[src/sv/data_section_rle_decoder_top_macros.svh]
`ifndef DATA_SECTION_RLE_DECODER_TOP_MACROS_SVH
`define DATA_SECTION_RLE_DECODER_TOP_MACROS_SVH

// same-cycle implication on clk, off during rst
`define DRLE_ASSERT_IMP(lbl, ante, cons) \
  lbl: assert property (@(posedge clk) disable iff (rst) (ante) |-> (cons)) \
    else $error("drle check failed");

// next-cycle implication on clk, off during rst
`define DRLE_ASSERT_NXT(lbl, ante, cons) \
  lbl: assert property (@(posedge clk) disable iff (rst) (ante) |=> (cons)) \
    else $error("drle check failed");

`endif

[src/sv/drle_pkg.sv]
`timescale 1ns / 1ps

package drle_pkg;

  localparam int unsigned PC_W  = 5;
  localparam int unsigned CNT_W = 7;

  localparam logic [2:0] KIND_IDLE = 3'd0;
  localparam logic [2:0] KIND_T1   = 3'd1;
  localparam logic [2:0] KIND_T2   = 3'd2;
  localparam logic [2:0] KIND_T3   = 3'd3;
  localparam logic [2:0] KIND_T4   = 3'd4;
  localparam logic [2:0] KIND_REP  = 3'd5;
  localparam logic [2:0] KIND_LIT  = 3'd6;

  // microprogram entry points
  localparam logic [PC_W-1:0] A_T1   = 5'd0;
  localparam logic [PC_W-1:0] A_T2   = 5'd6;
  localparam logic [PC_W-1:0] A_T3   = 5'd11;
  localparam logic [PC_W-1:0] A_T4   = 5'd15;
  localparam logic [PC_W-1:0] A_BYTE = 5'd18;
  localparam logic [PC_W-1:0] A_T3M  = 5'd19;
  localparam logic [PC_W-1:0] A_T4L  = 5'd21;
  localparam logic [PC_W-1:0] A_RUNB = 5'd23;
  localparam logic [PC_W-1:0] A_RUN0 = 5'd24;
  localparam logic [PC_W-1:0] A_RUNF = 5'd25;
  localparam logic [PC_W-1:0] A_FLAG = 5'd26;

  typedef struct packed {
    logic       valid;
    logic       use_byte;
    logic [7:0] cval;
    logic       rpt;
    logic       fin;
  } cw_t;

  typedef struct packed {
    logic             go;
    logic [PC_W-1:0]  entry;
    logic [CNT_W-1:0] cnt;
    logic [7:0]       data;
    logic             flg_end;
    logic             flg_bad;
    logic             flg_prem;
  } start_t;

  function automatic cw_t drle_rom(input logic [PC_W-1:0] addr);
    cw_t cw;
    cw = '{valid: 1'b1, use_byte: 1'b0, cval: 8'h00, rpt: 1'b0, fin: 1'b0};
    case (addr)
      5'd0, 5'd1, 5'd2, 5'd3: ;
      5'd4: cw.cval = 8'hFF;
      5'd5: begin
        cw.cval = 8'hFF;
        cw.fin  = 1'b1;
      end
      5'd6, 5'd7, 5'd8, 5'd9: ;
      5'd10: begin
        cw.cval = 8'hFF;
        cw.fin  = 1'b1;
      end
      5'd11: cw.cval = 8'hA9;
      5'd12: cw.cval = 8'hF0;
      5'd13: ;
      5'd14: cw.fin = 1'b1;
      5'd15: cw.cval = 8'hA9;
      5'd16: cw.cval = 8'hF0;
      5'd17: cw.fin = 1'b1;
      5'd18: begin
        cw.use_byte = 1'b1;
        cw.fin      = 1'b1;
      end
      5'd19: cw.use_byte = 1'b1;
      5'd20: cw.fin = 1'b1;
      5'd21: ;
      5'd22: begin
        cw.use_byte = 1'b1;
        cw.fin      = 1'b1;
      end
      5'd23: begin
        cw.use_byte = 1'b1;
        cw.rpt      = 1'b1;
        cw.fin      = 1'b1;
      end
      5'd24: begin
        cw.rpt = 1'b1;
        cw.fin = 1'b1;
      end
      5'd25: begin
        cw.cval = 8'hFF;
        cw.rpt  = 1'b1;
        cw.fin  = 1'b1;
      end
      default: begin
        cw.valid = 1'b0;
        cw.fin   = 1'b1;
      end
    endcase
    return cw;
  endfunction

endpackage

[src/sv/drle_dispatch.sv]
`timescale 1ns / 1ps

module drle_dispatch (
  input  logic           clk,
  input  logic           rst,
  input  logic           accept,
  input  logic [7:0]     in_byte,
  input  logic           first_of_section,
  input  logic           last_of_section,
  output drle_pkg::start_t start
);
  import drle_pkg::*;

  localparam logic [7:0] C_END  = 8'h00;
  localparam logic [7:0] C_TPL4 = 8'h04;
  localparam logic [7:0] C_FF   = 8'h10;
  localparam logic [7:0] C_REP  = 8'h20;
  localparam logic [7:0] C_ZERO = 8'h40;
  localparam logic [7:0] C_LIT  = 8'h80;

  logic [2:0] pending_kind;
  logic [7:0] remaining_count;
  logic       halted;

  logic [2:0] pending_kind_next;
  logic [7:0] remaining_count_next;
  logic       halted_next;

  logic [2:0] kind_eff;
  logic [2:0] kind_c;
  logic [7:0] rem_eff;
  logic       halt_eff;
  logic       has_prog;
  logic       f_end;
  logic       f_bad;
  logic       f_prem;
  logic [PC_W-1:0]  entry;
  logic [CNT_W-1:0] cnt;
  logic [7:0] ops;
  logic [7:0] idx;

  function automatic logic [7:0] tpl_ops(input logic [2:0] k);
    logic [7:0] r;
    case (k)
      KIND_T1: r = 8'd2;
      KIND_T2: r = 8'd3;
      KIND_T3: r = 8'd3;
      KIND_T4: r = 8'd4;
      default: r = 8'd0;
    endcase
    return r;
  endfunction

  always_comb begin
    kind_eff = first_of_section ? KIND_IDLE : pending_kind;
    rem_eff  = first_of_section ? 8'd0 : remaining_count;
    halt_eff = first_of_section ? 1'b0 : halted;
    kind_c   = (kind_eff > KIND_LIT || rem_eff == 8'd0) ? KIND_IDLE : kind_eff;
    pending_kind_next    = kind_eff;
    remaining_count_next = rem_eff;
    halted_next          = halt_eff;
    has_prog = 1'b0;
    f_end    = 1'b0;
    f_bad    = 1'b0;
    f_prem   = 1'b0;
    entry    = A_FLAG;
    cnt      = '0;
    ops      = tpl_ops(kind_c);
    idx      = ops - rem_eff;
    if (!halt_eff) begin
      pending_kind_next = kind_c;
      if (kind_c == KIND_IDLE) begin
        if (in_byte == C_END) begin
          f_end       = 1'b1;
          halted_next = 1'b1;
        end else if (in_byte <= C_TPL4) begin
          has_prog = 1'b1;
          case (in_byte[2:0])
            KIND_T1: entry = A_T1;
            KIND_T2: entry = A_T2;
            KIND_T3: entry = A_T3;
            default: entry = A_T4;
          endcase
          pending_kind_next    = in_byte[2:0];
          remaining_count_next = tpl_ops(in_byte[2:0]);
        end else if (in_byte < C_FF) begin
          f_bad       = 1'b1;
          halted_next = 1'b1;
        end else if (in_byte >= C_LIT) begin
          pending_kind_next    = KIND_LIT;
          remaining_count_next = in_byte - C_LIT + 8'd1;
        end else if (in_byte >= C_ZERO) begin
          has_prog = 1'b1;
          entry    = A_RUN0;
          cnt      = CNT_W'(in_byte - C_ZERO) + CNT_W'(1);
        end else if (in_byte >= C_REP) begin
          pending_kind_next    = KIND_REP;
          remaining_count_next = in_byte - C_REP + 8'd2;
        end else begin
          has_prog = 1'b1;
          entry    = A_RUNF;
          cnt      = CNT_W'(in_byte - C_FF) + CNT_W'(1);
        end
      end else if (kind_c == KIND_REP) begin
        has_prog             = 1'b1;
        entry                = A_RUNB;
        cnt                  = rem_eff[CNT_W-1:0];
        remaining_count_next = 8'd0;
        pending_kind_next    = KIND_IDLE;
      end else begin
        has_prog = 1'b1;
        if (kind_c == KIND_T4 && idx == 8'd3) begin
          entry = A_T4L;
        end else if (kind_c == KIND_T3 && idx == 8'd1) begin
          entry = A_T3M;
        end else begin
          entry = A_BYTE;
        end
        remaining_count_next = rem_eff - 8'd1;
        if (remaining_count_next == 8'd0) begin
          pending_kind_next = KIND_IDLE;
        end
      end
      if (last_of_section && !halted_next) begin
        f_prem      = 1'b1;
        halted_next = 1'b1;
      end
    end
    if (!has_prog) begin
      entry = A_FLAG;
    end
  end

  assign start.go       = accept && !halt_eff && (has_prog || f_end || f_bad || f_prem);
  assign start.entry    = entry;
  assign start.cnt      = cnt;
  assign start.data     = in_byte;
  assign start.flg_end  = f_end;
  assign start.flg_bad  = f_bad;
  assign start.flg_prem = f_prem;

  always_ff @(posedge clk) begin
    if (rst) begin
      pending_kind    <= KIND_IDLE;
      remaining_count <= 8'd0;
      halted          <= 1'b0;
    end else if (accept) begin
      pending_kind    <= pending_kind_next;
      remaining_count <= remaining_count_next;
      halted          <= halted_next;
    end
  end

endmodule

[src/sv/drle_seq.sv]
`timescale 1ns / 1ps
`include "data_section_rle_decoder_top_macros.svh"

module drle_seq (
  input  logic             clk,
  input  logic             rst,
  input  drle_pkg::start_t start,
  output logic             busy,
  output logic             m_tvalid,
  input  logic             m_tready,
  output logic [7:0]       m_tdata,  // out_byte
  output logic             m_tlast,
  output logic [3:0]       m_tuser   // byte_valid, end_seen, bad_code, premature_end
);
  import drle_pkg::*;

  typedef enum logic [1:0] {
    ST_IDLE = 2'b01,
    ST_RUN  = 2'b10
  } seq_state_t;

  seq_state_t       state;
  logic [PC_W-1:0]  pc;
  logic [CNT_W-1:0] cnt;
  logic [7:0]       data;
  logic             flg_end;
  logic             flg_bad;
  logic             flg_prem;

  cw_t  cw;
  logic step;
  logic is_fin;

  assign cw     = drle_rom(pc);
  assign step   = (state == ST_RUN) && (!m_tvalid || m_tready);
  assign is_fin = cw.fin && (!cw.rpt || cnt == CNT_W'(1));
  assign busy   = (state == ST_RUN);

  always_ff @(posedge clk) begin
    if (rst) begin
      state    <= ST_IDLE;
      pc       <= '0;
      cnt      <= '0;
      m_tvalid <= 1'b0;
    end else begin
      case (state)
        ST_IDLE: begin
          if (start.go) begin
            state <= ST_RUN;
            pc    <= start.entry;
            cnt   <= start.cnt;
          end
        end
        ST_RUN: begin
          if (step) begin
            if (is_fin) begin
              state <= ST_IDLE;
            end else if (cw.rpt) begin
              cnt <= cnt - CNT_W'(1);
            end else begin
              pc <= pc + PC_W'(1);
            end
          end
        end
        default: state <= ST_IDLE;
      endcase
      if (step) begin
        m_tvalid <= 1'b1;
      end else if (m_tready) begin
        m_tvalid <= 1'b0;
      end
    end
  end

  always_ff @(posedge clk) begin
    if (start.go && state == ST_IDLE) begin
      data     <= start.data;
      flg_end  <= start.flg_end;
      flg_bad  <= start.flg_bad;
      flg_prem <= start.flg_prem;
    end
    if (step) begin
      m_tdata <= cw.valid ? (cw.use_byte ? data : cw.cval) : 8'h00;
      m_tlast <= is_fin;
      m_tuser <= {flg_prem & is_fin, flg_bad & is_fin, flg_end & is_fin, cw.valid};
    end
  end

  `DRLE_ASSERT_IMP(a_start_when_idle, start.go, state == ST_IDLE)
  `DRLE_ASSERT_IMP(a_run_count_live, state == ST_RUN && cw.rpt, cnt != '0)
  `DRLE_ASSERT_IMP(a_flags_on_last, m_tvalid && m_tuser[3:1] != 3'b000, m_tlast)
  `DRLE_ASSERT_IMP(a_flag_only, m_tvalid && !m_tuser[0],
                   m_tlast && m_tdata == 8'h00 && m_tuser[3:1] != 3'b000)
  `DRLE_ASSERT_NXT(a_fin_to_idle, step && is_fin, state == ST_IDLE)

endmodule

[src/sv/data_section_rle_decoder_top.sv]
`timescale 1ns / 1ps
// channel  | dir | tdata         | tuser                                       | tlast
// s_axis   | in  | [7:0] in_byte | [0] first_of_section                        | last_of_section
// m_axis   | out | [7:0] out_byte| [0] byte_valid [1] end_seen [2] bad_code    | last
//          |     |               | [3] premature_end                           |
// an item is taken while s_tready is high; one giving results then holds s_tready low
// until its last result is issued, one result per microcode step from the control rom
// an item giving no result does not hold s_tready low, halted or silent items included
// rst is synchronous and clears the decoder state, sequencer and output valid
// a stalled m_tready holds the sequencer on its current step

module data_section_rle_decoder_top (
  input  logic       clk,
  input  logic       rst,
  input  logic       s_tvalid,
  output logic       s_tready,
  input  logic [7:0] s_tdata,   // in_byte
  input  logic [0:0] s_tuser,   // first_of_section
  input  logic       s_tlast,
  output logic       m_tvalid,
  input  logic       m_tready,
  output logic [7:0] m_tdata,   // out_byte
  output logic [3:0] m_tuser,   // byte_valid, end_seen, bad_code, premature_end
  output logic       m_tlast
);
  import drle_pkg::*;

  start_t start;
  logic   busy;
  logic   accept;

  assign s_tready = !busy && !rst;
  assign accept   = s_tvalid && s_tready;

  drle_dispatch u_dispatch (
    .clk              (clk),
    .rst              (rst),
    .accept           (accept),
    .in_byte          (s_tdata),
    .first_of_section (s_tuser[0]),
    .last_of_section  (s_tlast),
    .start            (start)
  );

  drle_seq u_seq (
    .clk      (clk),
    .rst      (rst),
    .start    (start),
    .busy     (busy),
    .m_tvalid (m_tvalid),
    .m_tready (m_tready),
    .m_tdata  (m_tdata),
    .m_tlast  (m_tlast),
    .m_tuser  (m_tuser)
  );

endmodule
[config.mk]
export PLATFORM = sky130hd
export DESIGN_NAME = data_section_rle_decoder_top
export DESIGN_NICKNAME = d
export VERILOG_FILES = /design/src/sv/drle_pkg.sv /design/src/sv/drle_dispatch.sv /design/src/sv/drle_seq.sv /design/src/sv/data_section_rle_decoder_top.sv
export VERILOG_INCLUDE_DIRS = /design/src /design/src/sv
export SDC_FILE = /design/constraint.sdc
export NUM_CORES = 1
export LEC_CHECK = 0
export BUFFER_PORTS_ARGS = -buffer_cell sky130_fd_sc_hd__clkbuf_2
export CAP_MARGIN = 10
export CORE_AREA = 4 4 118 92
export DETAILED_ROUTE_END_ITERATION = 10
export DIE_AREA = 0 0 122 96
export GPL_TIMING_DRIVEN = 0
export SLEW_MARGIN = 20
export SYNTH_ARGS = -nofsm -noshare
export SYNTH_HDL_FRONTEND = slang
export SYNTH_HIERARCHICAL = 1
export SYNTH_SLANG_ARGS = --single-unit
[constraint.sdc]
create_clock -name clk -period 5.41 [get_ports clk]
set_input_delay 1.082 -clock clk [delete_from_list [all_inputs] [get_ports clk]]
set_output_delay 1.082 -clock clk [all_outputs]
set_load 0.005 [all_outputs]
After elaboration in Yosys (flattened, before gate mapping) --
Index checks and enable logic that the tools add are counted.
Storage, ports and cells: flip-flop bits (word level) 51, output and inout bits 15, word-level logic and storage cells 213
Cells by class: add/sub/neg operators 12, magnitude comparators 6, equal/unequal tests 45, mux-type cells 92, bitwise gates (word level) 3, reduce and logical (&&, ||, !) cells 41
Operators with widths (number):
- two-way mux 7 bit | 13
- two-way mux 8 bit | 11
- two-way mux 5 bit | 14
- equality test 5 bit (second input constant) | 10
- equality test 5 x 4 -> 1 bit (second input constant) | 8
- two-way mux 3 bit | 12
- two-way mux 1 bit | 31
- OR reduction 26 bit | 1
- logical NOT 8 bit | 3
- one-hot mux 8 bit (3 select lines) | 1
- equality test 5 x 3 -> 1 bit (second input constant) | 4
- one-hot mux 3 bit (3 select lines) | 2
- OR reduction 16 bit | 1
- adder 7 x 1 -> 7 bit (second input constant) | 2
- one-hot mux 7 bit (2 select lines) | 1
- equality test 3 x 2 -> 1 bit (second input constant) | 4
- one-hot mux 4 bit (3 select lines) | 1
- equality test 5 x 2 -> 1 bit (second input constant) | 2
- logical AND 1 bit | 10
- one-hot mux 5 bit (2 select lines) | 1
- AND reduction 5 bit | 2
- equality test 3 bit (second input constant) | 3
- adder 8 x 1 -> 8 bit (second input constant) | 1
- adder 8 x 2 -> 8 bit (second input constant) | 1
- 35 further kinds | 60

Depth between registers and ports, before layout --
Gate-level depths: netlist of run 1.
depth after elaboration 18, depth in mapped cells 18, depth with buffers taken out 16

Modules after synthesis --
Netlist of run 1, hierarchy kept.
Modules (own cells, without submodules):
- drle_dispatch | instances 1, cells an instance 314, area each 2260.9 um2, sequential area each 240.2 um2
- drle_seq | instances 1, cells an instance 204, area each 2097.0 um2, sequential area each 1021.0 um2
- data_section_rle_decoder_top | instances 1, cells an instance 2, area each 16.3 um2, sequential area each 0.0 um2

Worst setup path after synthesis of run 1 --
OpenSTA, ideal clock, no wires.
path kind input to register, start input port s_tuser, end register u_seq.pc[0], library setup time 0.075 ns, data arrival time 4.424 ns, required time 5.335 ns, setup slack 0.912 ns, stages on the path 16, buffers on the path 3, cells stage by stage clkbuf_1 > clkbuf_1 > nand2b_1 > ha_1 > buf_2 > nor3b_2 > a21o_1 > nor3_1 > ha_1 > nor2b_1 > o21a_1 > nor4_1 > o211ai_1 > a221oi_2 > o2111ai_1 > a31oi_1
RTL lines:
- start, declared | line data_section_rle_decoder_top.sv:18 | input logic [0:0] s_tuser,
- end signal, assigned | line drle_seq.sv:50 | pc <= start.entry;
- end signal, assigned | line drle_seq.sv:61 | pc <= pc + PC_W'(1);
- end, declared | line drle_seq.sv:23 | logic [PC_W-1:0] pc;

==> results.md, run 1 <==
- The share of total power dissipated in the clock network is 0.337.
- Across all setup checks in the final design, the least slack found is 0.381 ns.
- Routability-driven placement finished with a final weighted congestion of about 0.96.
- TritonCTS built the clock tree.
- The internal power is 0.753 mW.
- Entering global routing, the biggest net connects 18 pins.
- The floorplan step set the die width to about 120 um.
- The via count of the first global-routing pass was between 3k and 4k.
- The tool flagged a number of max-cap violations equal to 0.
- In the global route stage, overall resource usage came out at 0.227.
- The proportion of layout cells with a drive suffix above 1 is 0.193.
- Synthesis handed over a netlist of 520 instances.
- For this run, the register share of the synthesized area comes to 0.288.
- At the pin with the least slew margin, the transition time is 0.964 ns.
- In this run, synthesis produced a sequential element count of 51.
- The prevailing post-synth register cell is dfxtp_1.
- For this block, the routed nets add up to 12800 um of wire.
- For this run the aggregate overflow at the end of global routing stands at 0.
- The final count of pins violating max slew is 0.
- The data arrival at the endpoint of the critical path is ~5.3 ns.
- The number of setup buffers added after CTS is 0.
- Hold timing on the final database bottoms out at a slack of 0.490 ns.
- The post-route fraction of the period consumed by the critical path is 0.930.
- A synthesized cell averages 8.41 um2.
- The overall die height is 96 um.
- Counting flops with an async set or reset pin after synthesis yields a share of 0.
- The final setup skew is slightly below 0.01 ns.
- The effective utilization at floorplan is 0.457.
- The sum of net half-perimeters after detailed placement is just under 10000 um.
- The top fanout value on the critical path is 10.
- The routed wire length per instance is 18.7 um.
- The number of optimization iterations in the first detailed-route pass is 5.
- The routed layout has ~4.2k vias.
- Measured in cells, the most critical reg-to-reg path has a length of 15.
- In this run the worst hold path is classified as reg -> reg.
- The number of DRC markers in iteration 0 is 441.
- The number of I/O pins is 29.
- The floorplan step defined a core boundary enclosing ~9600 um2.
- When the netlist entered floorplanning its net count stood at roughly 550.
- The maximum vdd drop is around 130 uV.
- Counting flops with a built-in enable in the synthesized netlist gives 24.
- For this design the static power due to leakage is around 1.8 nW.
- The synthesis-to-finish area growth is 10.7%.
- STA classifies the critical path endpoint as a flip-flop.
- Setup repair after global routing left no endpoint under its margin.
- The power density normalized to cell area is about 230 nW/um2.
- The Yosys step of the flow raised 6 warnings.
- Buffers placed on the I/O ports in this run total 25.
- In this run the tightest slew margin relative to its limit is 0.356.
- The summed instance area of the synthesized netlist is 4370 um2.
- After floorplanning, the core was divided into 31 placement rows.
- The number of sinks handled by clock tree synthesis is 51.
- For this run, design rule violations remaining after detail routing come to 0.
- The sequential cell fraction of total power is 0.388.
- The global-route wire length before repair is roughly 21000 um.
- 0 antenna diodes ended up in the layout.
- At the worst endpoint, the required time is about 5.6 ns.
- The area share of the largest cell type after synthesis is 0.165.
- The net count of the finished layout is roughly 590.
- The final setup violation count is 0.
- The biggest area contributor in the post-synthesis netlist is edfxtp_1.
- The upper clock frequency limit is around 200 MHz.
- The clock latency of the later-clocked register in the worst-skew pair is roughly 0.3 ns.
- The area enclosed by the die boundary is 11700 um2.
- The run finished with clean final reports.
- Of the total power, the share spent switching nets is 0.321.
- The combinational fraction of design power is 0.275.
- The count of nets left with antenna violations once routing finished came out at 0.
- Before CTS, the worst setup slack after placement is -0.136 ns.
- The total CTS buffers is 5.
- The buffer cell driving the clock tree root is clkbuf_16.
- The number of distinct standard cells referenced by the synthesized netlist is between 90 and 100.
- The initial antenna violation count is 0.
- The final sum of negative setup slack is 0 ns.
- Clock-pin slew was measured on the worst setup and hold paths at about 0.070 ns.
- The count of cells along the worst hold path is 2.
- The worst setup path is of the in -> reg kind.
- In the post-synthesis netlist, the biggest area contributors are edfxtp_1, dfxtp_1, ha_1, a21oi_1, nor2_1.
- After layout, the minimum clock period comes to between 5 and 6 ns.
- The clock tree synthesis step divided the H-tree into 2 levels.
- The switching power summed over all nets is 0.357 mW.
- The final number of hold-violating endpoints was 0.
- The kind of start point of the critical path is a primary input.
- The clock passes through at most 2 buffers.
- The via density per instance is about 6.2.
## layout by cell type (no fill, tap or decap), drive strengths merged, types with 3 or more instances in the layout
cell type,count
clkbuf,48
nor2,45
a21oi,43
nand2,39
buf,28
dfxtp,27
inv,26
o21ai,25
edfxtp,24
nand2b,18
ha,18
nor3,15
nand3,14
nor2b,12
a211oi,12
a21o,11
and2,11
nor4,10
a32oi,8
a31oi,7
or2,7
nor3b,6
xnor2,5
o21a,5
o32ai,5
o211ai,5
o31ai,4
a2111oi,4
nand4,3
a211o,3
o21bai,3
o2111ai,3
a22o,3
nand3b,3
a22oi,3
or4,3
nand4b,3
a311oi,3
o311ai,3
## layer usage
metal,track usage,up-vias,part of all wire
li1,-,1997,-
met1,0.363,1980,0.49
met2,0.305,219,0.39
met3,0.0499,19,0.10
met4,0.0448,0,0.014
met5,0,-,0
## final timing paths
| path | start | to | slack [ns] |
|---|---|---|---|
| worst max-delay path | s_tuser | u_seq/pc[0]$_SDFFE_PP0P_ | 0.38 |
| worst min-delay path | u_dispatch/halted$_SDFFE_PP0P_ | u_dispatch/halted$_SDFFE_PP0P_ | 0.49 |
| worst max register to register | u_dispatch/remaining_count[0]$_SDFFE_PP0P_ | u_seq/pc[0]$_SDFFE_PP0P_ | 1.10 |
| worst min register to register | u_dispatch/halted$_SDFFE_PP0P_ | u_dispatch/halted$_SDFFE_PP0P_ | 0.49 |
## logic make-up after synthesis
group | share of synthesized area
adder cells (fa/ha/maj) | 0.0561
AND/OR/NAND/NOR | 0.259
flip-flops | 0.288
buffers and inverters | 0.0818
XOR/XNOR | 0.0140
AO/OA/AOI/OAI | 0.299
multiplexers | 0.00257
## registers in the layout (all words and copies together), names as in the netlist
| name | cells |
|---|---|
| u_seq/m_tlast | 1 |
| u_seq/flg_end | 1 |
| u_seq/m_tdata | 8 |
| u_seq/flg_bad | 1 |
| u_dispatch/halted | 1 |
| u_seq/m_tvalid | 1 |
| u_seq/cnt | 7 |
| u_seq/m_tuser | 4 |
| u_seq/state | 2 |
| u_dispatch/pending_kind | 3 |
| u_dispatch/remaining_count | 8 |
| u_seq/pc | 5 |
| u_seq/flg_prem | 1 |
| u_seq/data | 8 |
## per-stage QoR
stage | std cells | cell area, um2 | utilization | power [mW]
5_1_grt | 685 | 4840 | 0.505 | 1.17
3_5_place_dp | 677 | 4670 | 0.487 | 0.735
6_report | 685 | 4840 | 0.505 | 1.11
4_1_cts | 685 | 4840 | 0.505 | 1.11
3_3_place_gp | 677 | 4660 | 0.487 | 0.733
2_1_floorplan | 520 | 4370 | - | 0.660
## power by group through the flow
stage          combinational [mW]  clock, mW  sequential [mW]
3_5_place_dp                0.295          0            0.439
5_1_grt                     0.334      0.402            0.432
4_1_cts                     0.298      0.382            0.430
2_1_floorplan               0.224          0            0.436
6_report                    0.305      0.374            0.431
3_3_place_gp                0.294          0            0.439
## repair_timing
item                       in CTS  in global routing
resized for setup               0                  4
setup endpoints to repair       0                  4
hold buffers                    0                  0
## worst max-delay path: stages
cell and delay (ns):
clkbuf_2 0.10, clkbuf_2 0.24, clkbuf_2 0.31, nand2b_1 0.32, ha_1 0.20, buf_2 0.21
nor3b_2 0.37, a21o_1 0.30, nor3_1 0.12, ha_1 0.31, nor2b_1 0.13, o21a_1 0.18
nor4_1 0.37, o211ai_1 0.22, a221oi_2 0.41, o2111ai_1 0.17, a31oi_1 0.19
## synth_stat cells (all sizes together), types with 10 or more instances
cell	instances
a21o	11
nand3	14
nor2b	12
buf	28
inv	25
a21oi	43
a211oi	12
clkbuf	18
nand2	39
nor4	10
nor2	45
and2	11
nand2b	18
o21ai	25
nor3	15
ha	18
edfxtp	24
dfxtp	27
## final cells by class
cell class	instances	area (um2)
timing repair buffer	25	125
clock buffer	5	125
sequential	51	1260
multi-input combinational	398	2760
fill	952	4740
inverter	25	93.8
clock inverter	3	46.3
buffer	46	267
tap	132	165
(Power assumes the default switching activity.)
==> run 2, diff against run 1 <==
--- a/config.mk
+++ b/config.mk
@@ -7,4 +7,5 @@
 export NUM_CORES = 1
 export LEC_CHECK = 0
+export ABC_CLOCK_PERIOD_IN_PS = 5410
 export BUFFER_PORTS_ARGS = -buffer_cell sky130_fd_sc_hd__clkbuf_2
 export CAP_MARGIN = 10
@@ -13,4 +14,5 @@
 export DIE_AREA = 0 0 122 96
 export GPL_TIMING_DRIVEN = 0
+export SETUP_SLACK_MARGIN = 0.4
 export SLEW_MARGIN = 20
 export SYNTH_ARGS = -nofsm -noshare
==> constraint.sdc (replaced) <==
create_clock -name clk -period 5.41 [get_ports clk]
set_input_delay 0.2705 -clock clk [delete_from_list [all_inputs] [get_ports clk]]
set_output_delay 0.2705 -clock clk [all_outputs]
set_load 0.005 [all_outputs]
==> run 2 against run 1 <==
Against the previous run: critical path depth unchanged; die area unchanged; wire length down 0.23%; clock power about the same; non-clock buffer count unchanged; first-iteration DRC count down 3.9%; global-route usage unchanged; via count down 0.57%; fmax up 11%; final area about the same; flip-flop and latch count unchanged; utilization about the same.
==> results.md, run 2 (synthesis gave the netlist of run 1 again) <==
- The flow ran to the end, and the final reports show no timing, DRC or antenna violations.
- The worst hold path terminates at u_seq/data[7]$_DFFE_PP_.
- The clock drives between 50 and 60 sinks.
- The worst min-delay path category is in -> reg.
- The largest registers in the layout are u_dispatch/remaining_count: 8 flops, u_seq/data: 8 flops, u_seq/m_tdata: 8 flops.
- TritonCTS built the clock tree.
- The final net count is 585.
- Once detail routing completed, the nets flagged for antenna violations numbered 0.
- The initial utilization of the core area, before any placement, comes to 0.457.
- Once placement finished, the instance area stood at about 4700 um2.
- The total non-filler cell area in the finished layout is approximately 4800 um2.
- Along the worst hold path, the cell count comes to 1.
- The transition time of the tightest slew-check pin is roughly 0.97 ns.
- The filler cells instantiated in the layout total 950.
- The initial antenna violation count came to 0.
- For this run, the top clock speed supported by timing is roughly 220 MHz.
- The beginning of the worst register-to-register path is u_dispatch/remaining_count[0]$_SDFFE_PP0P_.
- In this run the deepest clock path goes through 2 buffers.
- The CTS clock-pin slew for the worst setup and hold paths is approximately 0.08 ns.
- Entering global routing, the biggest net connects 18 pins.
- 29 I/O pins were placed.
- The routed wire length per instance is 18.6 um.
- The worst pin sits at a relative slew slack of 0.352.
- Of the total power, the share spent switching nets is 0.321.
- The number of cells on the worst reg-to-reg path is 15.
- After layout, the design draws a total of 1.11 mW.
- The worst setup path is of the in -> reg kind.
- Along the worst path, the maximum fanout reaches 10.
- The count of vias placed by the detailed router is 4191.
- The clock arrives with about 0.010 ns of skew.
- The buffer cell driving the clock tree root is clkbuf_16.
- Counting tap cells, the placed design contains a total of 677 instances.
- Summed over all nets, the switching power comes to between 0.3 and 0.4 mW.
- The first global-routing pass estimated about 21000 um of wire.
- Leaving out fill and tap cells, the most frequent cell in the layout is nor2_1.
- The pre-CTS setup slack is 0.675 ns.
- In this run the register-to-register setup slack is between 1 and 1.5 ns.
- The standard-cell row count is 31.
- The sum of net half-perimeters after detailed placement is 9700 um.
- The endpoint of the worst register-to-register path is u_seq/pc[0]$_SDFFE_PP0P_.
- The final sum of negative setup slack is 0 ns.
- The post-layout worst setup margin is approximately 0.9 ns.
- The top cell types in the final layout, fill and taps aside, are nor2_1, a21oi_1, nand2_1.
- The combinational fraction of design power is 0.274.
- The leakage dissipation is 1.79 nW.
- In the routed design, unresolved DRC markers number 0.
- The synthesis-to-finish area growth is 10.6%.
- The aggregate routed wire length is around 13000 um.
- The final number of hold-violating endpoints is 0.
- The number of max-capacitance violations reported is 0.
- From left edge to right edge, the die measures between 100 and 150 um.
- The sequential cell fraction of total power is 0.388.
- The weighted congestion at the end of routability-driven global placement is between 0.9 and 1.
- The floorplan step defined a die boundary enclosing roughly 12000 um2.
- In the final layout, the share of cells above drive strength 1 is 0.190.
- In this run, CTS created clock tree buffers numbering 5.
- The total number of H-tree levels is 2.
- After global routing the overflow that remains totals 0.
- The data arrival at the endpoint of the critical path is roughly 4.7 ns.
- In this run the vertical extent of the chip is approximately 96 um.
- The internal portion of the total power is roughly 0.75 mW.
- The final setup violation count is 0.
- The number of instances resized during post-cts repair is 0.
- Using the TritonRoute via totals, the vias-per-cell ratio works out to 6.12.
- The via count of the first global-routing pass was roughly 3.8k.
- The number of buffers added for setup after CTS is 0.
- The type of destination of the critical path is a flip-flop.
- The number of antenna diodes in the final layout is 0.
- The source of the worst hold timing path is s_tdata[7].
- The core box area is 9580 um2.
- The minimum clock period after layout is ~4.5 ns.
- The count of buffers from port buffering is 25.
- The filler-free cell count of the finished design is between 600 and 700.
- The combined global-route utilization of all metal layers is 0.227.
- The maximum vdd drop is 132 uV.
- Setup repair after global routing left no endpoint under its margin.
- The clock latency of the later-clocked register in the worst-skew pair is about 0.30 ns.
- The first routing iteration left 424 violations.
- The power density normalized to cell area is 229 nW/um2.
- At the end of the flow the core is filled with cells to 0.505.
- The final count of pins violating max slew is 0.
- The pre-antenna-repair detailed-routing pass consisted of 5 iterations.
- At the worst endpoint, the required time is 5.63 ns.
- Buffers inserted to repair hold after CTS numbered 0.
- The kind of start point of the critical path is a primary input.
- The post-route fraction of the period consumed by the critical path is 0.836.
- Of the total power, the clock network draws 0.338.
- The tightest hold path in the finished design has a slack of 0.143 ns.
-- run 2: cell counts in the layout (fill, tap and decap cells not counted) --
Identical to the previous run, type by type.
-- run 2: metal layers --
layer	vias to the layer above	share of wire	track usage
met5	-	0	0
met4	0	0.013	0.0448
met3	22	0.093	0.0499
met2	205	0.39	0.305
met1	1975	0.50	0.363
li1	1989	-	-
-- run 2: worst max-delay path by stage --
stage / startpoint / to / slack (ns)
2_1_floorplan: s_tuser / u_seq/pc[0]$_SDFFE_PP0P_ / 1.72
3_3_place_gp: s_tuser / u_seq/pc[0]$_SDFFE_PP0P_ / 0.68
3_5_place_dp: s_tuser / u_seq/pc[0]$_SDFFE_PP0P_ / 0.68
4_1_cts: s_tuser / u_seq/pc[0]$_SDFFE_PP0P_ / 0.96
5_1_grt: s_tuser / u_seq/pc[0]$_SDFFE_PP0P_ / 0.45
6_report: s_tuser / u_seq/pc[0]$_SDFFE_PP0P_ / 0.89
-- run 2: power by group through the flow --
stage               sequential (mW)  clock (mW)  combinational [mW]
global route                  0.432       0.402               0.334
detailed placement            0.439           0               0.295
floorplan                     0.436           0               0.224
finish                        0.431       0.375               0.304
CTS                           0.430       0.382               0.298
global placement              0.439           0               0.294
-- run 2: critical path, cell delays in order --
cell and delay, ns:
clkbuf_2 0.10, clkbuf_1 0.38, clkbuf_1 0.46, nand2b_1 0.35
ha_1 0.20, buf_2 0.20, nor3b_2 0.36, a21o_1 0.29
nor3_1 0.12, ha_1 0.31, nor2b_1 0.13, o21a_1 0.18
nor4_1 0.37, o211ai_1 0.23, a221oi_2 0.41, o2111ai_1 0.17
a31oi_1 0.19
-- run 2: cell type report --
type / count / area (um2) / area share
Multi-Input combinational cell: 398 / 2760 / 0.570
Sequential cell: 51 / 1260 / 0.261
Buffer: 46 / 264 / 0.0546
Tap cell: 132 / 165 / 0.0341
Clock buffer: 5 / 125 / 0.0259
Timing Repair Buffer: 25 / 125 / 0.0259
Inverter: 25 / 93.8 / 0.0194
Clock inverter: 3 / 46.3 / 0.00957
==> run 3, diff against run 2 <==
ABC_AREA = 1   (was unset)
ABC_CLOCK_PERIOD_IN_PS = 3900   (was 5410)
CORE_AREA = 4 4 115 90   (was 4 4 118 92)
DIE_AREA = 0 0 119 94   (was 0 0 122 96)
PLACE_DENSITY = 0.65   (was unset)
clock period = 3.9 ns   (was 5.41 ns; I/O delays follow)
==> run 3 against run 2 <==
Against the previous run: hold slack got worse by 0.067 ns; count of clock-buffer cells in the layout stayed put; combinational power is 24% higher; non-clock buffer count down 20; critical path type is now reg -> reg; global-route usage fell by 1.4 points; critical path depth grew 7; utilization is 0.82 points lower; die area is 4.5% lower; critical endpoint unchanged; synthesized cell count grew 23%; via count grew 1.0%; synthesized area fell by 4.6%; total power grew 29%.
==> results.md, run 3 <==
- Headroom to the max-slew limit came out at 0.579.
- The routed wire length per instance is between 10 and 15 um.
- The worst path required time is 4.13 ns.
- Static timing analysis puts the maximum clock frequency at about 320 MHz.
- The post-route fraction of the period consumed by the critical path is 0.807.
- The final net count is roughly 700.
- The final setup violation count is 0.
- The count of mapped cells out of synthesis is between 600 and 700.
- The DRC violations left is 0.
- The CTS clock-pin slew for the worst setup and hold paths is ~0.07 ns.
- The post-layout worst setup margin is approximately 0.75 ns.
- The prevailing post-synth register cell is dfxtp_1.
- The data arrival at the endpoint of the critical path is 3.38 ns.
- For this run the aggregate overflow at the end of global routing stands at 0.
- The type of destination of the critical path is a flip-flop.
- STA classifies the critical path startpoint as a flip-flop.
- A synthesized cell averages between 6 and 7 um2.
- In this run the count of I/O pins placed on the die edge is 29.
- The Yosys step of the flow raised 6 warnings.
- The commonest cells after synthesis are nand2_1, nor2_1, inv_1.
- The cell type with the highest occurrence count on the critical path is nand2_1.
- The die covers 11200 um2.
- The worst stage delay on the critical path is between 0.3 and 0.4 ns.
- The layout has about 970 filler cells.
- For this design, the CTS-stage hold fixing added 0 buffers.
- The count of vias placed by the detailed router is ~4.2k.
- The critical path crosses 24 cells after its start point.
- Counting along the longest clock path gives a buffer depth of 2.
- Routability-driven placement finished with a final weighted congestion of a little under 1.
- The number of buffers added for setup after CTS is 0.
- The top cell types in the final layout, fill and taps aside, are nand2_1, nor2_1, inv_1.
- The cell with the largest stage delay on the worst path is dfxtp_1.
- Measured along the y axis, the die boundary spans ~94 um.
- The cell depth of the worst flop-to-flop path is 24.
- After layout, the design draws a total of 1.43 mW.
- The sequential share of the synthesized area is 0.302.
- Timing analysis after detailed placement gives a worst setup slack of 0.406 ns.
- For this configuration, the core starts out at a cell density of 0.446.
- CTS built an H-tree with a depth of 2.
- The buffer and inverter count on the worst path is 4.
- The number of max-capacitance violations reported is 0.
- In this run the remaining antenna-violating nets after routing total 0.
- The worst setup path is of the reg -> reg kind.
- The final sum of negative setup slack is 0 ns.
- The finished cells cover approximately 4600 um2.
- For the pin with the worst max-slew slack, the measured transition is 0.631 ns.
- TritonCTS built the clock tree.
- The flow ran to the end, and the final reports show no timing, DRC or antenna violations.
- The async set-or-reset flop fraction in the synthesized netlist is 0.
- The initial antenna violation count is 0.
- The floorplan step set the die width to about 120 um.
- The buffer cell driving the clock tree root is clkbuf_16.
- The sequential standard cell area is about 1300 um2.
- Of the cells placed in the final design, the portion with a size suffix greater than 1 is 0.133.
- Broken down by cell family, the worst path's largest delay share belongs to simple AND/OR/NAND/NOR gates.
- The first detailed-routing pass ran for 5 iterations.
- Summing all multi-input logic gate instances after layout gives around 2400 um2.
- The count of buffers added on input and output ports is 27.
- The combined global-route utilization of all metal layers is 0.213.
- Synthesis inferred between 50 and 60 register bits.
- The core box area is between 9000 and 10000 um2.
- The via count of the first global-routing pass is approximately 3.9k.
- From synthesis to final layout, the design area changed by 11.3%.
- The first global-routing pass estimated 19200 um of wire.
- The final count of pins violating max slew is 0.
- Along the worst path, the maximum fanout reaches 6.
- The sum of net half-perimeters after detailed placement is 9400 um.
- In this run the static leakage power is approximately 2.3 nW.
- After floorplanning, the core was divided into 31 placement rows.
- The worst min-delay path category is in -> reg.
- The largest net degree at the start of global routing is 19.
- The maximum vdd drop is between 100 and 150 uV.
- The placed instances occupy a cell area of roughly 4500 um2.
- The filler-free cell count of the finished design is between 800 and 900.
- The final setup skew is 0.00718 ns.
- The minimum clock period after layout is roughly 3.1 ns.
- The final number of hold-violating endpoints came to 0.
- Across all hold checks on the routed design, the worst slack comes to about 0.076 ns.
- For this block, the initial DRC count from the detailed router was ~440.
- The via density per instance is ~5.2.
- The total CTS buffers is 5.
- The biggest area consumer among synthesized cells is edfxtp_1.
- After synthesis the cells add up to 4170 um2.
- In the post-synthesis netlist, the biggest area contributors are edfxtp_1, nand2_1, dfxtp_1, nor2_1, inv_1.
- After clock tree synthesis, the repair step resized 0 gates.
- The number of distinct standard cells referenced by the synthesized netlist is 42.
- The cell count after placement is roughly 800.
- For this design the ratio of total power to cell area is 309 nW/um2.
- 0 antenna diodes ended up in the layout.
- The signal on the critical path passes through nand2_2 -> ha_1 -> nand2_1 -> nor2_4 -> a21boi_2 -> nand2_1 -> inv_1 -> o21ai_0 -> inv_1 -> ha_1 -> nand3_1 -> nand2_1 -> o21bai_1 -> inv_1 -> nor2_2 -> nand4_1 -> nand3_1 -> nand3_1 -> inv_1 -> nand2_1 -> o21ai_0 -> nand3b_1 -> nand2_1 -> nor2_1.
- The aggregate routed wire length is 11600 um.
- At the later pin of the worst-skew pair, clock insertion delay measures about 0.29 ns.
- The largest registers in the layout are u_dispatch/remaining_count: 8 flops, u_seq/data: 8 flops, u_seq/m_tdata: 8 flops.
- The post-route core utilization is 0.497.
- Setup repair after global routing left no endpoint under its margin.
- Leaving out fill and tap cells, the most frequent cell in the layout is nand2_1.
- The net count after synthesis is between 600 and 700.
- The number of synthesized flops with an enable pin is 24.
- In the post-synthesis netlist, the cell with the most instances is nand2_1.
- The count of cells along the worst hold path is 1.
- The area share of the largest cell type after synthesis is 0.173.
- The number of sinks handled by clock tree synthesis is 51.
## run 3: changes by cell type after synthesis, sizes merged, moves of 11 or more
cell    previous run  this run
nor2              45        98
and2              11         0
a21oi             43        30
nand2b            18         0
a211oi            12         0
inv               25        87
a21o              11         0
nor2b             12         0
nand3             14        59
o21ai             25        42
nand2             39       179
clkbuf            18         3
## run 3: where the power goes
group,switching (mW),total [mW],internal [mW],leakage [nW]
registers,0.0225,0.614,0.591,0.440
logic,0.247,0.376,0.129,1.77
clock network,0.200,0.444,0.245,0.0759
total,0.469,1.43,0.965,2.29
## run 3: logic make-up (layout without fill, tap and decap cells)
kind of cell / after synthesis / after routing / synth area share
and+or+nand+nor: 363 / 363 / 0.379
DFF: 51 / 51 / 0.302
AOI/OAI and AO/OA: 90 / 90 / 0.121
buffers and inverters: 112 / 147 / 0.124
xor gates and xnor gates: 6 / 6 / 0.0126
muxes: 1 / 1 / 0.00240
adders and majority gates: 19 / 19 / 0.0588
## run 3: cell type report
class	count	share of cell area
Timing Repair Buffer	27	0.0291
Clock buffer	5	0.0269
Buffer	24	0.0393
Inverter	88	0.0717
Multi-Input combinational cell	479	0.520
Clock inverter	3	0.00620
Tap cell	132	0.0356
Sequential cell	51	0.272
## run 3: path summary, 6_finish.rpt
path	start	to	slack (ns)
worst min-delay path	s_tdata[7]	u_seq/data[7]$_DFFE_PP_	0.08
worst max register to register	u_dispatch/remaining_count[1]$_SDFFE_PP0P_	u_seq/pc[0]$_SDFFE_PP0P_	0.75
worst max-delay path	u_dispatch/remaining_count[1]$_SDFFE_PP0P_	u_seq/pc[0]$_SDFFE_PP0P_	0.75
worst min register to register	u_dispatch/remaining_count[7]$_SDFFE_PP0P_	u_dispatch/remaining_count[7]$_SDFFE_PP0P_	0.49
## run 3: worst reg2reg max path, delay by kind of cell, from the launching register on
family,cells,cell delay (ns)
DFF,1,0.34
buffers and inverters,4,0.31
AOI/OAI and AO/OA,4,0.43
adders and majority gates,2,0.46
and+or+nand+nor,14,1.54
## run 3: metal layers
| layer | vias up | share of wire | wire length (um) | track usage |
|---|---|---|---|---|
| met5 | - | 0 | 0 | 0 |
| met4 | 0 | 0.0075 | 87 | 0.0270 |
| met3 | 10 | 0.092 | 1070 | 0.0674 |
| li1 | 2148 | - | - | - |
| met1 | 1916 | 0.51 | 5890 | 0.318 |
| met2 | 161 | 0.39 | 4580 | 0.304 |
